[src/bpc_pkg.sv]
// Package of the button press classifier: codes, reset values and shared types.
package bpc_pkg;

    // Event codes carried in the result stream.
    typedef enum logic [1:0] {
        EV_SHORT   = 2'd0,
        EV_LONG    = 2'd1,
        EV_RELEASE = 2'd2
    } event_t;

    // Configuration register indexes.
    localparam logic [1:0] REG_DEBOUNCE = 2'd0;
    localparam logic [1:0] REG_LONG     = 2'd1;
    localparam logic [1:0] REG_POLL     = 2'd2;

    // Reset values of the configuration registers.
    localparam logic [7:0]  DEBOUNCE_RESET = 8'd50;
    localparam logic [15:0] LONG_RESET     = 16'd1000;
    localparam logic [7:0]  POLL_RESET     = 8'd20;

    // Default width of the hold counter.
    localparam int TIME_WIDTH_DEFAULT = 16;

    // Port widths.
    localparam int IN_TDATA_W  = 8;
    localparam int OUT_TDATA_W = 24;
    localparam int CFG_INDEX_W = 2;
    localparam int CFG_DATA_W  = 16;
    localparam int REPORT_W    = 16;

    // One entry of the result queue.
    typedef struct packed {
        logic                last;
        logic [REPORT_W-1:0] held_time;
        event_t              code;
    } result_t;

endpackage

[src/button_press_classifier_unit.sv]
// Top level of the button press classifier: debounce, poll and press classification.
//
//   channel   direction  transfer when          payload
//   s_*       in         s_tvalid & s_tready    tdata[0] button_level
//   m_*       out        m_tvalid & m_tready    tdata event_code, held_time_ms; tlast
//   cfg_*     in         cfg_valid & cfg_ready  cfg_index, cfg_data
//
// One tick is taken per cycle while the queue has room; it is held in the input register and
// then classified in a single pass, writing zero to two entries into a four-entry result queue.
// A tick that produces two events drains as two output transfers.
// The input register holds its tick while the queue has room for fewer than two entries.
// Reset is synchronous; there is no clearing pass.
module button_press_classifier_unit #(
    parameter int TIME_WIDTH = bpc_pkg::TIME_WIDTH_DEFAULT
) (
    input  logic                             aclk,
    input  logic                             aresetn,
    // Input stream: [0] button_level, [7:1] zero.
    input  logic                             s_tvalid,
    output logic                             s_tready,
    input  logic [bpc_pkg::IN_TDATA_W-1:0]   s_tdata,
    // Result stream: [1:0] event_code, [17:2] held_time_ms, [23:18] zero.
    output logic                             m_tvalid,
    input  logic                             m_tready,
    output logic [bpc_pkg::OUT_TDATA_W-1:0]  m_tdata,
    output logic                             m_tlast,
    // Configuration write channel.
    input  logic                             cfg_valid,
    output logic                             cfg_ready,
    input  logic [bpc_pkg::CFG_INDEX_W-1:0]  cfg_index,
    input  logic [bpc_pkg::CFG_DATA_W-1:0]   cfg_data
);
    import bpc_pkg::*;

    localparam int CW = (TIME_WIDTH > REPORT_W) ? TIME_WIDTH : REPORT_W;
    localparam logic [TIME_WIDTH-1:0] CNT_MAX = {TIME_WIDTH{1'b1}};
    localparam int QDEPTH = 4;
    localparam int QPW = $clog2(QDEPTH);

    // Configuration registers.
    logic [7:0]  debounce_reg;
    logic [15:0] long_reg;
    logic [7:0]  poll_reg;

    // Input register.
    logic in_valid_reg;
    logic in_level_reg;

    // Classifier state.
    logic                  prev_level_reg, prev_level_next;
    logic                  edge_pending_reg, edge_pending_next;
    logic [7:0]            poll_cd_reg, poll_cd_next;
    logic [7:0]            deb_cd_reg, deb_cd_next;
    logic                  debouncing_reg, debouncing_next;
    logic                  held_reg, held_next;
    logic                  long_rep_reg, long_rep_next;
    logic [TIME_WIDTH-1:0] cnt_reg, cnt_next;

    // Result queue.
    result_t          q_reg [QDEPTH];
    logic [QPW-1:0]   wr_ptr_reg, rd_ptr_reg;
    logic [QPW:0]     q_count_reg, q_count_next;

    // Per-tick work signals.
    logic            process;
    logic            pop;
    logic            do_body;
    logic            do_sample;
    logic            lvl;
    logic [1:0]      res_n;
    event_t          code0, code1;
    logic [REPORT_W-1:0] held_rep;
    logic [CW-1:0]   cnt_ext;
    logic [QPW-1:0]  wr_ptr_p1;

    // Handshakes.
    assign cfg_ready = 1'b1;
    assign process   = in_valid_reg && (q_count_reg <= (QPW+1)'(QDEPTH - 2));
    assign s_tready  = !in_valid_reg || process;
    assign pop       = m_tvalid && m_tready;
    assign lvl       = in_level_reg;

    // Configuration writes.
    always_ff @(posedge aclk) begin
        if (!aresetn) begin
            debounce_reg <= DEBOUNCE_RESET;
            long_reg     <= LONG_RESET;
            poll_reg     <= POLL_RESET;
        end else if (cfg_valid && cfg_ready) begin
            case (cfg_index)
                REG_DEBOUNCE: debounce_reg <= cfg_data[7:0];
                REG_LONG:     long_reg     <= cfg_data;
                REG_POLL:     poll_reg     <= cfg_data[7:0];
                default:      ;
            endcase
        end
    end

    // Input register: loads on every input transfer.
    always_ff @(posedge aclk) begin
        if (!aresetn) begin
            in_valid_reg <= 1'b0;
        end else if (s_tready) begin
            in_valid_reg <= s_tvalid;
        end
    end

    always_ff @(posedge aclk) begin
        if (s_tvalid && s_tready) begin
            in_level_reg <= s_tdata[0];
        end
    end

    // Single-pass classification of the registered tick.
    always_comb begin
        prev_level_next   = lvl;
        edge_pending_next = edge_pending_reg || (prev_level_reg && !lvl);
        poll_cd_next      = poll_cd_reg;
        deb_cd_next       = deb_cd_reg;
        debouncing_next   = debouncing_reg;
        held_next         = held_reg;
        long_rep_next     = long_rep_reg;
        cnt_next          = (held_reg && cnt_reg != CNT_MAX) ? cnt_reg + 1'b1 : cnt_reg;
        do_body           = 1'b0;
        do_sample         = 1'b0;
        res_n             = 2'd0;
        code0             = EV_SHORT;
        code1             = EV_RELEASE;

        // Choose between debounce wait, poll countdown, a pending edge and a poll.
        if (debouncing_reg) begin
            if (deb_cd_reg > 8'd1) begin
                deb_cd_next = deb_cd_reg - 8'd1;
            end else begin
                debouncing_next = 1'b0;
                deb_cd_next     = 8'd0;
                do_body         = 1'b1;
                do_sample       = 1'b1;
            end
        end else if (poll_cd_reg != 8'd0) begin
            poll_cd_next = poll_cd_reg - 8'd1;
        end else if (edge_pending_next) begin
            edge_pending_next = 1'b0;
            if (debounce_reg == 8'd0) begin
                do_body   = 1'b1;
                do_sample = 1'b1;
            end else begin
                debouncing_next = 1'b1;
                deb_cd_next     = debounce_reg;
            end
        end else begin
            do_body = 1'b1;
        end

        // Poll body: confirm a press, then check a held button.
        if (do_body) begin
            if (do_sample && !lvl && !held_reg) begin
                held_next     = 1'b1;
                long_rep_next = 1'b0;
                cnt_next      = '0;
            end
            if (held_next) begin
                if (lvl) begin
                    held_next = 1'b0;
                    if (!long_rep_next) begin
                        res_n = 2'd2;
                        code0 = EV_SHORT;
                        code1 = EV_RELEASE;
                    end else begin
                        res_n = 2'd1;
                        code0 = EV_RELEASE;
                    end
                end else if (!long_rep_next && (CW'(cnt_next) >= CW'(long_reg))) begin
                    long_rep_next = 1'b1;
                    res_n         = 2'd1;
                    code0         = EV_LONG;
                end
            end
            poll_cd_next = (poll_reg == 8'd0) ? 8'd0 : poll_reg - 8'd1;
        end
    end

    // Held time as reported, saturated to the result field.
    assign cnt_ext  = CW'(cnt_next);
    assign held_rep = (cnt_ext > CW'({REPORT_W{1'b1}})) ? {REPORT_W{1'b1}}
                                                         : cnt_ext[REPORT_W-1:0];

    // Classifier state update on each processed tick.
    always_ff @(posedge aclk) begin
        if (!aresetn) begin
            prev_level_reg   <= 1'b1;
            edge_pending_reg <= 1'b0;
            poll_cd_reg      <= 8'd0;
            deb_cd_reg       <= 8'd0;
            debouncing_reg   <= 1'b0;
            held_reg         <= 1'b0;
            long_rep_reg     <= 1'b0;
            cnt_reg          <= '0;
        end else if (process) begin
            prev_level_reg   <= prev_level_next;
            edge_pending_reg <= edge_pending_next;
            poll_cd_reg      <= poll_cd_next;
            deb_cd_reg       <= deb_cd_next;
            debouncing_reg   <= debouncing_next;
            held_reg         <= held_next;
            long_rep_reg     <= long_rep_next;
            cnt_reg          <= cnt_next;
        end
    end

    // Result queue pointers and fill count.
    assign wr_ptr_p1    = wr_ptr_reg + 1'b1;
    assign q_count_next = q_count_reg + (process ? (QPW+1)'(res_n) : '0)
                          - (QPW+1)'(pop);

    always_ff @(posedge aclk) begin
        if (!aresetn) begin
            wr_ptr_reg  <= '0;
            rd_ptr_reg  <= '0;
            q_count_reg <= '0;
        end else begin
            q_count_reg <= q_count_next;
            if (process) begin
                wr_ptr_reg <= wr_ptr_reg + QPW'(res_n);
            end
            if (pop) begin
                rd_ptr_reg <= rd_ptr_reg + 1'b1;
            end
        end
    end

    // Result queue entries.
    always_ff @(posedge aclk) begin
        if (process && res_n != 2'd0) begin
            q_reg[wr_ptr_reg] <= '{last: (res_n == 2'd1), held_time: held_rep, code: code0};
        end
        if (process && res_n == 2'd2) begin
            q_reg[wr_ptr_p1] <= '{last: 1'b1, held_time: held_rep, code: code1};
        end
    end

    // Result stream outputs from the queue head.
    assign m_tvalid = (q_count_reg != '0);
    assign m_tdata  = {(OUT_TDATA_W - REPORT_W - 2)'(0), q_reg[rd_ptr_reg].held_time,
                       q_reg[rd_ptr_reg].code};
    assign m_tlast  = q_reg[rd_ptr_reg].last;

endmodule

[config.mk]
export PLATFORM = sky130hd
export DESIGN_NAME = button_press_classifier_unit
export DESIGN_NICKNAME = d
export VERILOG_FILES = /design/src/bpc_pkg.sv /design/src/button_press_classifier_unit.sv
export SDC_FILE = /design/constraint.sdc
export NUM_CORES = 1
export LEC_CHECK = 0
export BUFFER_PORTS_ARGS = -buffer_cell sky130_fd_sc_hd__buf_2
export CAP_MARGIN = 30
export CORE_MARGIN = 8
export CORE_UTILIZATION = 45
export CTS_CLUSTER_SIZE = 24
export DETAILED_ROUTE_END_ITERATION = 8
export GPL_ROUTABILITY_DRIVEN = 1
export SYNTH_ARGS = -nofsm -noshare
export SYNTH_HDL_FRONTEND = slang
export SYNTH_SLANG_ARGS = --single-unit
[constraint.sdc]
create_clock -name aclk -period 5.8 [get_ports aclk]
set_input_delay 0.58 -clock aclk [delete_from_list [all_inputs] [get_ports aclk]]
set_output_delay 0.58 -clock aclk [all_outputs]
set_load 0.05 [all_outputs]
## After elaboration in Yosys (flattened, before gate mapping)

Memories as Yosys holds them, arrays and structs flattened. A register that Yosys moved wholly into a read port is not among the register bits.
Index checks and enable logic that the tools add are counted.

| word-level totals | value |
|---|---|
| flip-flop bits (word level) | 78 |
| bits in latches | 0 |
| memory bits (writable) | 76 |
| ROM bits | 0 |
| word-level logic and storage cells | 122 |
| memories kept | 1 |

Memory list:

| name | depth | bits a word | rd ports | clocked after memory_dff | write ports | line | text |
|---|---|---|---|---|---|---|---|
| q_reg | 4 | 19 | 1 | 1 | 2 | button_press_classifier_unit.sv:60 | `result_t q_reg [QDEPTH];` |

| operators by class | value |
|---|---|
| add/subtract/negate cells | 9 |
| multipliers | 0 |
| divide/modulo/power cells | 0 |
| $lt $le $gt $ge | 4 |
| equal/unequal tests | 8 |
| shift-type cells | 0 |
| multiplexer cells | 54 |
| bitwise logic cells | 0 |
| reduce and logical (&&, ||, !) cells | 30 |

Operator list:

| operator | number |
|---|---|
| $mux W16 | 5 |
| $mux W8 | 9 |
| $mux W1 | 29 |
| $sub A8 B1 Y8 const B | 3 |
| $mux W2 | 11 |
| $add A16 B1 Y16 const B | 1 |
| $ge A16 B16 Y1 | 1 |
| $gt A16 B16 Y1 const B | 1 |
| $logic_not A8 Y1 | 2 |
| $ne A16 B16 Y1 const B | 1 |
| $logic_and A1 B1 Y1 | 10 |
| $gt A8 B1 Y1 const B | 1 |
| $reduce_and A2 Y1 | 4 |
| $reduce_bool A8 Y1 | 1 |
| $reduce_bool A2 Y1 | 3 |
| $add A2 B1 Y2 const B | 2 |
| $eq A2 B1 Y1 const B | 2 |
| $eq A2 B2 Y1 const B | 2 |
| $logic_not A1 Y1 | 4 |
| $ne A2 B2 Y1 const B | 2 |
| $reduce_and A4 Y1 | 1 |
| $add A3 B2 Y3 | 1 |
| $le A3 B2 Y1 const B | 1 |
| $reduce_and A3 Y1 | 1 |
| 6 further kinds | 7 |

## Depth between registers and ports, before layout

Gate-level depths: netlist (run 1).

| depth | value |
|---|---|
| word-level depth | 20 |
| depth in mapped cells | 26 |
| gate-level depth less buffers | 24 |

## Worst setup path before layout (run 1)

OpenSTA, ideal clock, no wires.

| timing path | value |
|---|---|
| kind | flip-flop to flip-flop |
| from | reg poll_cd_reg[0] |
| to | reg q_count_reg[2] |
| arrival time | 5,225 ps |
| path slack | 448 ps |
| cell stages (with the launch flop) | 26 |
| path buffers | 2 |
| period minus slack after synthesis | 5,352 ps |
| path through | dfxtp_1 -> inv_1 -> ha_1 -> or3b_2 -> or4_1 -> o2bb2ai_2 -> and2_1 -> clkbuf_1 -> buf_2 -> nand2b_1 -> ha_1 -> nand2b_1 -> a2111oi_0 -> o211ai_1 -> a2111oi_0 -> o21ai_0 -> and4_1 -> nor2_1 -> ha_1 -> inv_1 -> ha_1 -> inv_1 -> fa_1 -> xnor2_1 -> xnor2_1 -> nor2_1 |

| on the way | value |
|---|---|
| longest elaborated chain between the ends | 16 |
| elaborated cells between the ends (all ways) | 24 |
| classes of those cells | add/sub: 2; order compare: 1; mux: 16; reduce/logical: 5 |

Ends and longest elaborated chain:

| element | line | text |
|---|---|---|
| start: declaration | button_press_classifier_unit.sv:52 | `logic [7:0] poll_cd_reg, poll_cd_next;` |
| start signal: assignment | button_press_classifier_unit.sv:202 | `poll_cd_reg <= poll_cd_next;` |
| $reduce_bool A8 Y1 * | button_press_classifier_unit.sv:140 | `end else if (poll_cd_reg != 8'd0) begin` |
| $mux W1 | button_press_classifier_unit.sv:140 |  |
| $mux W1 | button_press_classifier_unit.sv:131 | `if (debouncing_reg) begin` |
| $logic_and A1 B1 Y1 (2 in series) | button_press_classifier_unit.sv:157 | `if (do_sample && !lvl && !held_reg) begin` |
| $mux W16 or $mux W1 (tied branches) | button_press_classifier_unit.sv:157 |  |
| $mux W16 or $mux W1 (tied branches) | button_press_classifier_unit.sv:156 | `if (do_body) begin` |
| $ge A16 B16 Y1 or $logic_not A1 Y1 (tied branches) | button_press_classifier_unit.sv:173 | `end else if (!long_rep_next && (CW'(cnt_next) >= CW'(long_reg))) begin` |
| $logic_and A1 B1 Y1 | button_press_classifier_unit.sv:173 |  |
| $mux W1 | button_press_classifier_unit.sv:173 |  |
| $mux W2 | button_press_classifier_unit.sv:163 | `if (lvl) begin` |
| $mux W2 | button_press_classifier_unit.sv:162 | `if (held_next) begin` |
| $mux W2 * | button_press_classifier_unit.sv:156 |  |
| $mux W2 * | button_press_classifier_unit.sv:213 | `assign q_count_next = q_count_reg + (process ? (QPW+1)'(res_n) : '0)` |
| $add A3 B2 Y3 * | button_press_classifier_unit.sv:213 |  |
| $sub A3 B1 Y3 * | button_press_classifier_unit.sv:214 | `- (QPW+1)'(pop);` |
| end signal: assignment | button_press_classifier_unit.sv:222 | `q_count_reg <= q_count_next;` |
| end: declaration | button_press_classifier_unit.sv:62 | `logic [QPW:0] q_count_reg, q_count_next;` |

Every way passes the cells marked *; elsewhere a longest branch is shown, timed or not. The select of a mux whose other input is x is not followed.
A chain may end at the register's enable or synchronous reset.

## Worst setup path after layout (run 1)

Same ends and word-level chain as after synthesis.

==> qor.csv, run 1 <==
metric,value,unit
final core occ,0.5171,
Final Cycle Share,0.9186,
Post-synth top flop,dfxtp_1,
CTS Hold Bufs,0,
XOR/XNOR Fraction of Synth Area,0.02331,
Leakage Power,3.238,nW
placed insts,1104,
Internal,2.158,mW
startpoint types,flop,
P_sw,1.068,mW
Antenna diodes,0,
synth top area cells,"edfxtp_1 (24%), dfxtp_1 (22%), mux4_2 (5.2%), a21oi_1 (4.3%), nor2_1 (4.3%)",
Starting Density,0.4587,
Clock Skews,0.01442,ns
Final Wtd Congestion,0.8049,
Worst setup EP type,flop,
"EDFF count, synth",65,
clk slew on worst S/H paths,0.06,ns
post-DR vias/cell,5.540,
Pwr Density,346.0,mW/mm2
worst rel slew slack,0.3109,
"commonest cells after routing, fill and taps aside","nor2_1 (94), dfxtp_1 (91), a21oi_1 (71), edfxtp_1 (65), nand2_1 (60)",
Synth Area in Compound Gates,0.1327,
"Remaining Overflow, GRT",0,
Post-Synth Adder-Cell Area,0.04025,
first-pass GRT wire length,31790,um
CTS tree,done,
# port buffers,44,
I/O pin total,59,
Yosys top cell area share,0.2361,
VDD IR max,286.0,uV
Antenna Violating Nets Remaining,0,
Worst-Margin Slew,1.034,ns
antenna violations before repair,0,
via count,6294,
Core Area,0.01802,mm2
"Data arrival, critical path",5.64,ns
DIE HEIGHT,151.5,um
area delta synth->final,12.73,%
HP Class,input pin to flop,
Max Cap Viol,0,
Syn Inst Count,859,
Yosys warning total,0,
FF-to-FF setup slack,0.47,ns
drt pass-1 iters,5,
total wire length,19110,um
largest net degree at the start of global routing,53,
"most common cell after layout, fill and taps aside",nor2_1,
share of cells above drive strength 1,0.1951,
max FFs per register,76,
DP HPWL,13170,um
final setup violation count,0,
DIE WIDTH,151.5,um
clk_lat worst skew,0.43,ns
sequential area share after synthesis,0.4564,
Required @ worst endpoint,6.12,ns
DRC viols,0,
Synth async-reset ratio,0,
Root Driver,clkbuf_16,
post-synthesis simple-gate area fraction,0.2147,
Final nets,951,
Critical Path Fanout Max,10,
sequential share of power,0.392,
WL/cell,16.83,um
number of global-route vias before repair,6047,
setup tns final,0,ns
CTS max path bufs,2,
Filler cells,1680,
Logic pwr share,0.249,
# rows,49,
number of setup buffers added after CTS,0,
Setup CP Type,flop to flop,
post-route insts no fill,1136,
Cell variety after synth,71,
Synth area leader,edfxtp_1,
Fmax achieved,187.7,MHz
H-Tree Depth,4,
Mapped Area,0.008268,mm2
PostCTS Resize Cnt,0,
DRT iter0 DRCs,382,
Final min period,5.328,ns
CTS Buf Count,17,
gr usage total,0.1745,
Clock power frac,0.359,
Hold Fails Final Rpt,0,
CTS Sinks,156,
post-synthesis mux area share,0.07234,
status,finished clean,
Seq cells post-synth,156,
main combinational cell family by area after synthesis,simple AND/OR/NAND/NOR gates,
die area,0.02297,mm2
sw frac,0.3310,
Syn Area/Cell,9.625,um2
count of pins over their slew limit,0,
## worst paths after layout
path	start	to	depth (start not counted)
max	poll_cd_reg[0]	q_count_reg[2]	23
min reg2reg	long_reg[10]	long_reg[10]	2
min	s_tdata[0]	in_level_reg	1
max reg2reg	poll_cd_reg[0]	q_count_reg[2]	23
## power groups by stage
stage | registers (mW) | clock network, mW | logic, mW
after detailed placement | 1.29 | 0 | 0.803
after global placement | 1.29 | 0 | 0.796
final | 1.26 | 1.16 | 0.803
after floorplan | 1.26 | 0 | 0.680
after global routing | 1.28 | 1.22 | 0.894
after CTS | 1.27 | 1.18 | 0.807
## metal layers
metal | wire, um | track usage | vias up
met1 | 9317 | 0.2371 | 2996
met4 | 203 | 0.04753 | 0
met5 | 0 | 0 | -
li1 | - | - | 3143
met2 | 8846 | 0.2776 | 139
met3 | 747 | 0.03594 | 16
## layout make-up
type / count / area [um2] / area share
clock buffer: 17 / 425.4 / 0.04564
clock inverter: 15 / 183.9 / 0.01973
inverter: 50 / 187.7 / 0.02014
multi-input combinational: 597 / 4033 / 0.4327
sequential: 156 / 3774 / 0.4049
tap: 229 / 286.5 / 0.03074
timing repair buffer: 72 / 430.4 / 0.04618
## synth_stat cells, drive strengths merged, types with 8 or more instances
cell	instances
o21ai	40
nand2	61
nand2b	13
nand4	9
nand3	20
inv	48
buf	23
nor2	102
or3	9
mux2i	17
ha	25
a21oi	71
nor3	55
mux4	19
o211ai	9
dfxtp	91
and2	13
or2	9
clkbuf	38
edfxtp	65
xnor2	15
a22oi	8
## cells by family after synthesis
| kind of cell | after synthesis |
|---|---|
| DFF | 156 |
| xor gates and xnor gates | 22 |
| and+or+nand+nor | 327 |
| buffers and inverters | 111 |
| adders and majority gates | 26 |
| muxes | 36 |
| AOI/OAI and AO/OA | 179 |
| other | 2 |
## worst max-delay path, cell delays in order (launching register included)
cell,delay [ns]
dfxtp_1,0.34
inv_1,0.11
ha_1,0.14
or3b_2,0.47
or4_1,0.47
o2bb2ai_2,0.20
and2_4,0.23
nand2b_1,0.15
ha_1,0.22
nand2b_1,0.14
a2111oi_1,0.44
o211ai_1,0.20
a2111oi_2,0.33
o21ai_1,0.18
and4_1,0.26
nor2_1,0.11
ha_1,0.23
inv_1,0.05
ha_1,0.13
inv_1,0.05
fa_1,0.37
xnor2_1,0.19
xnor2_1,0.14
nor2_1,0.05
## through the flow
step | instance area, um2 | hold WS, ns | total power, mW | setup WS (ns)
4_1_cts | 9310 | 0.3113 | 3.249 | 0.1087
2_1_floorplan | 8287 | 0.4363 | 1.936 | 0.4475
3_3_place_gp | 8693 | 0.4444 | 2.084 | 0.2929
3_5_place_dp | 8701 | 0.4470 | 2.092 | 0.1317
6_report | 9320 | 0.3288 | 3.225 | 0.4720
5_1_grt | 9320 | 0.3205 | 3.392 | -0.002072
No activity file was read; power rests on OpenSTA's default activity.
==> run 2: changes to the inputs <==
CTS_BUF_LIST = sky130_fd_sc_hd__clkbuf_8   (was not set)
==> run 2 against run 1 <==
Effect of this change:
- utilization decreased by 1.1 points
- total power decreased by 9.0%
- fmax decreased by 0.11%
- die area is the same
- via count decreased by 0.57%
- largest power group unchanged
==> qor.csv, run 2 (same netlist as run 1, synthesis figures left out) <==
metric,value,unit,change
DRT iter0 DRCs,375,,-1.8%
crit-path most repeated cell,ha_1,,
Worst setup EP type,flop,,
post-DR vias/cell,5.509,,-0.57%
Clock power frac,0.295,,-0.064
hold path start,s_tdata[0],,
sequential share of power,0.431,,+0.039
worst rel slew slack,0.3036,,-0.007232
area delta synth->final,10.41,%,
Worst path max stage delay,0.47,ns,about the same
Starting Density,0.4587,,unchanged
number of global-route vias before repair,6040,,-0.12%
# port buffers,44,,unchanged
DP HPWL,13170,um,unchanged
Antenna diodes,0,,unchanged
max FFs per register,76,,unchanged
clk_lat worst skew,0.46,ns,+0.03 ns
Final Wtd Congestion,0.8049,,unchanged
WHS,0.3030,ns,-0.02575 ns
status,finished clean,,
Root Driver,clkbuf_8,,
final core occ,0.5065,,-0.01062
via count,6258,,-0.57%
startpoint types,flop,,
post-route insts no fill,1136,,unchanged
drt pass-1 iters,5,,unchanged
worst r2r dst,q_count_reg[2],,
final setup violation count,0,,unchanged
I/O pin total,59,,unchanged
Setup CP Type,flop to flop,,
number of setup buffers added after CTS,0,,unchanged
Fmax achieved,187.5,MHz,-0.11%
HP Class,input pin to flop,,
count of pins over their slew limit,0,,unchanged
Pwr Density,321.4,mW/mm2,-7.1%
VDD IR max,301.9,uV,+5.6%
Max Cap Viol,0,,unchanged
Power Total,2.934,mW,-9.0%
"Remaining Overflow, GRT",0,,unchanged
DIE HEIGHT,151.5,um,unchanged
r2r startpoint,poll_cd_reg[0],,
Final Cycle Share,0.9196,,+0.001009
hold path endpoint,in_level_reg,,
Antenna Violating Nets Remaining,0,,unchanged
CTS Sinks,156,,unchanged
gr usage total,0.1740,,-0.0005487
Required @ worst endpoint,6.15,ns,+0.03 ns
P_sw,1.029,mW,-3.6%
share of cells above drive strength 1,0.1951,,unchanged
"commonest cells after routing, fill and taps aside","nor2_1 (94), dfxtp_1 (91), a21oi_1 (71), edfxtp_1 (65), nand2_1 (60)",,
# rows,49,,unchanged
die area,0.02297,mm2,unchanged
clk slew on worst S/H paths,0.09,ns,+0.03 ns
Leakage Power,3.151,nW,-2.7%
Hold Path Cell Cnt,1,,unchanged
Clock Skews,0.02091,ns,+0.006492 ns
Core Area,0.01802,mm2,unchanged
CTS tree,done,,
Final nets,951,,unchanged
slowest library cell on the worst path,or3b_2,,
Logic pwr share,0.274,,+0.025
DRC viols,0,,unchanged
DIE WIDTH,151.5,um,unchanged
Worst-Margin Slew,1.045,ns,+0.01085 ns
largest net degree at the start of global routing,53,,unchanged
sw frac,0.3508,,+0.01980
total wire length,19080,um,-0.18%
FF-to-FF setup slack,0.47,ns,about the same
FF-to-FF path depth,23,,unchanged
cells along the critical path,inv_1 -> ha_1 -> or3b_2 -> or4_1 -> o2bb2ai_2 -> and2_4 -> nand2b_1 -> ha_1 -> nand2b_1 -> a2111oi_1 -> o211ai_1 -> a2111oi_2 -> o21ai_1 -> and4_1 -> nor2_1 -> ha_1 -> inv_1 -> ha_1 -> inv_1 -> fa_1 -> xnor2_1 -> xnor2_1 -> nor2_1,,
setup tns final,0,ns,unchanged
Final min period,5.334,ns,+0.005850 ns
Internal,1.905,mW,-12%
H-Tree Depth,4,,unchanged
"Data arrival, critical path",5.68,ns,+0.04 ns
WL/cell,16.80,um,-0.18%
placed insts,1104,,unchanged
"most common cell after layout, fill and taps aside",nor2_1,,
antenna violations before repair,0,,unchanged
first-pass GRT wire length,31750,um,-0.11%
Filler cells,1702,,+1.3%
Hold Fails Final Rpt,0,,unchanged
CTS max path bufs,2,,unchanged
Critical Path Fanout Max,10,,unchanged
CTS Buf Count,17,,unchanged
-- run 2: changes by cell type in the layout (fill, tap and decap cells not counted) --
cell / delta
clkbuf_8: +17
clkbuf_16: -17
-- run 2: how the worst max path moves through the flow --
stage                    from  slack [ns]        endpoint
6_report       poll_cd_reg[0]        0.47  q_count_reg[2]
5_1_grt        poll_cd_reg[0]      -0.004  q_count_reg[2]
4_1_cts        poll_cd_reg[0]        0.11  q_count_reg[2]
3_5_place_dp   poll_cd_reg[0]        0.13  q_count_reg[2]
3_3_place_gp   poll_cd_reg[0]        0.29  q_count_reg[2]
2_1_floorplan  poll_cd_reg[0]        0.45  q_count_reg[2]
-- run 2: metal layers --
metal / track usage / vias up / part of all wire
li1: - / 3130 / -
met1: 0.2364 / 2991 / 0.48
met2: 0.2784 / 122 / 0.47
met3: 0.03475 / 15 / 0.040
met4: 0.04508 / 0 / 0.0098
met5: 0 / - / 0
-- run 2: layout make-up --
class	count	area, um2	area share
multi-input combinational	597	4033	0.4417
sequential	156	3774	0.4134
timing repair buffer	72	430.4	0.04715
tap	229	286.5	0.03139
clock buffer	17	234.0	0.02563
inverter	50	187.7	0.02056
clock inverter	15	183.9	0.02015
-- run 2: power groups by stage --
stage	Sequential, mW	Combinational, mW	Clock, mW
after floorplan	1.26	0.680	0
after global placement	1.29	0.796	0
after detailed placement	1.29	0.803	0
after CTS	1.26	0.807	0.890
after global routing	1.28	0.894	0.929
final	1.26	0.803	0.866
-- run 2: critical path: cells and delay by family (launching register included) --
family,cells,cell delay [ns]
xor gates and xnor gates,2,0.33
and+or+nand+nor,8,1.88
buffers and inverters,3,0.21
AOI/OAI and AO/OA,5,1.35
DFF,1,0.35
adders and majority gates,5,1.09
-- run 2: timing repair --
action | 4_1_cts | 5_1_grt
endpoints found under the setup margin | 0 | 18
gates resized for setup | 0 | 6
hold buffers | 0 | 0
-- run 2: stage by stage --
step	worst slack [ns]	area, um2
2_1_floorplan	0.4475	8287
3_3_place_gp	0.2929	8693
3_5_place_dp	0.1317	8701
4_1_cts	0.1083	9119
5_1_grt	-0.003731	9129
6_report	0.4661	9129
==> run 3: changes to the inputs <==
--- a/config.mk
+++ b/config.mk
@@ -8,4 +8,5 @@
 export BUFFER_PORTS_ARGS = -buffer_cell sky130_fd_sc_hd__buf_2
 export CAP_MARGIN = 30
+export CORE_ASPECT_RATIO = 0.5
 export CORE_MARGIN = 8
 export CORE_UTILIZATION = 45
==> constraint.sdc (replaced) <==
create_clock -name aclk -period 5.8 [get_ports aclk]
set_input_delay 0.87 -clock aclk [delete_from_list [all_inputs] [get_ports aclk]]
set_output_delay 0.87 -clock aclk [all_outputs]
set_load 0.05 [all_outputs]
==> run 3 against run 2 <==
Effect of this change:
- via count grew 2.2%
- routed wire length is 4.4% higher
- final cell count up 1.7%
- fmax down 0.19%
- register-to-register slack barely moved
- sequential share of layout area decreased by 0.19 points
- largest power group unchanged
==> qor.csv, run 3 (same netlist as run 1, synthesis figures left out) <==
metric,value,unit,change
status,finished clean,,
Filler cells,1719,,+1.0%
Fmax achieved,187.1,MHz,-0.19%
die area,0.02323,mm2,+1.1%
H-Tree Depth,4,,unchanged
WL/cell,17.25,um,+2.7%
final setup violation count,0,,unchanged
Final min period,5.344,ns,+0.01012 ns
Required @ worst endpoint,6.15,ns,about the same
DP Area,0.008772,mm2,+0.82%
Worst setup EP type,flop,,
setup tns final,0,ns,unchanged
Final Wtd Congestion,0.8633,,+7.3%
"commonest cells after routing, fill and taps aside","nor2_1 (94), dfxtp_1 (91), a21oi_1 (71), edfxtp_1 (65), nand2_1 (60)",,
number of global-route vias before repair,6274,,+3.9%
sequential cell area,0.003774,mm2,unchanged
Antenna Violating Nets Remaining,0,,unchanged
# port buffers,44,,unchanged
Starting Density,0.4538,,-0.004852
Max Cap Viol,0,,unchanged
DRC viols,0,,unchanged
RSZ-0062 raised after global routing,false,,
pre-CTS setup slack,0.2590,ns,+0.1273 ns
drt pass-1 iters,5,,unchanged
DIE HEIGHT,111.8,um,-26%
DRT iter0 DRCs,340,,-9.3%
largest net degree at the start of global routing,53,,unchanged
total wire length,19930,um,+4.4%
post-DR vias/cell,5.539,,+0.56%
multi-input logic area,0.004026,mm2,-0.16%
clk slew on worst S/H paths,0.10,ns,about the same
VDD IR max,169.0,uV,-44%
Critical Path Fanout Max,8,,-2
worst setup margin,0.4560,ns,-0.01012 ns
Pwr Density,319.5,mW/mm2,-0.60%
Hold Path Cell Cnt,2,,+1
CTS Sinks,156,,unchanged
Worst-Margin Slew,0.9616,ns,-0.08292 ns
clk_lat worst skew,0.46,ns,about the same
CTS Buf Count,17,,unchanged
Setup CP Type,flop to flop,,
FF-to-FF path depth,25,,+8.7%
fin area,0.009171,mm2,+0.47%
Final nets,959,,+0.84%
Clock Skews,0.01633,ns,-0.004578 ns
number of setup buffers added after CTS,0,,unchanged
CTS Hold Bufs,0,,unchanged
Leakage Power,3.179,nW,+0.89%
DIE WIDTH,207.7,um,+37%
Root Driver,clkbuf_8,,
antenna violations before repair,0,,unchanged
startpoint types,flop,,
first-pass GRT wire length,32600,um,+2.7%
CTS max path bufs,2,,unchanged
"most common cell after layout, fill and taps aside",nor2_1,,
DP HPWL,14080,um,+7.0%
WHS,0.4555,ns,+0.1525 ns
Core Area,0.01822,mm2,+1.1%
HP Class,flop to flop,,
Antenna diodes,0,,unchanged
# rows,35,,-29%
CTS tree,done,,
via count,6398,,+2.2%
max FFs per register,76,,unchanged
I/O pin total,59,,unchanged
PostCTS Resize Cnt,0,,unchanged
area delta synth->final,10.93,%,
"Data arrival, critical path",5.70,ns,+0.02 ns
Hold Fails Final Rpt,0,,unchanged
final core occ,0.5034,,-0.003022
share of cells above drive strength 1,0.2011,,+0.005944
"Remaining Overflow, GRT",0,,unchanged
worst rel slew slack,0.3580,,+0.05440
gr usage total,0.1718,,-0.002128
Final Cycle Share,0.9214,,+0.001744
count of pins over their slew limit,0,,unchanged
-- run 3: final timing paths --
kind / endpoint / start / slack (ns)
worst max-delay path: q_count_reg[2] / poll_cd_reg[0] / 0.46
worst max register to register: q_count_reg[2] / poll_cd_reg[0] / 0.46
worst min register to register: long_reg[15] / long_reg[15] / 0.46
worst min-delay path: long_reg[15] / long_reg[15] / 0.46
-- run 3: through the flow --
stage	cells	total power, mW
finish	1155	2.930
global route	1155	3.097
CTS	1155	2.956
detailed placement	1123	2.123
global placement	1122	2.103
floorplan	864	1.936
-- run 3: layout make-up --
| cell class | count | area share |
|---|---|---|
| Clock buffer | 17 | 0.02551 |
| Clock inverter | 15 | 0.01760 |
| Inverter | 50 | 0.02046 |
| Multi-Input combinational cell | 597 | 0.4390 |
| Sequential cell | 156 | 0.4115 |
| Tap cell | 240 | 0.03274 |
| Timing Repair Buffer | 80 | 0.05321 |
-- run 3: metal layers --
metal	vias to the layer above	global-route usage	part of all wire
met2	129	0.2820	0.46
met5	-	0	0
met1	3113	0.2313	0.49
met3	11	0.03926	0.041
met4	0	0.03246	0.0070
li1	3145	-	-
-- run 3: critical path, stage by stage (launching register included) --
cell       delay (ns)
dfxtp_1          0.35
inv_1            0.11
ha_1             0.16
or3b_2           0.48
or4_1            0.46
o2bb2ai_2        0.18
and2_2           0.23
buf_4            0.17
nand2b_1         0.15
inv_1            0.05
ha_1             0.28
a21o_1           0.19
a21oi_1          0.20
a21oi_1          0.11
a2111oi_1        0.42
o21ai_1          0.17
and4_1           0.25
nor2_1           0.12
ha_1             0.24
inv_1            0.05
ha_1             0.13
inv_1            0.05
fa_1             0.37
xnor2_1          0.17
xnor2_1          0.13
nor2_1           0.05
-- run 3: report_power, final --
| group | internal, mW | total (mW) | switching, mW |
|---|---|---|---|
| combinational | 0.323 | 0.836 | 0.513 |
| sequential | 1.20 | 1.26 | 0.0649 |
| clock | 0.390 | 0.831 | 0.441 |
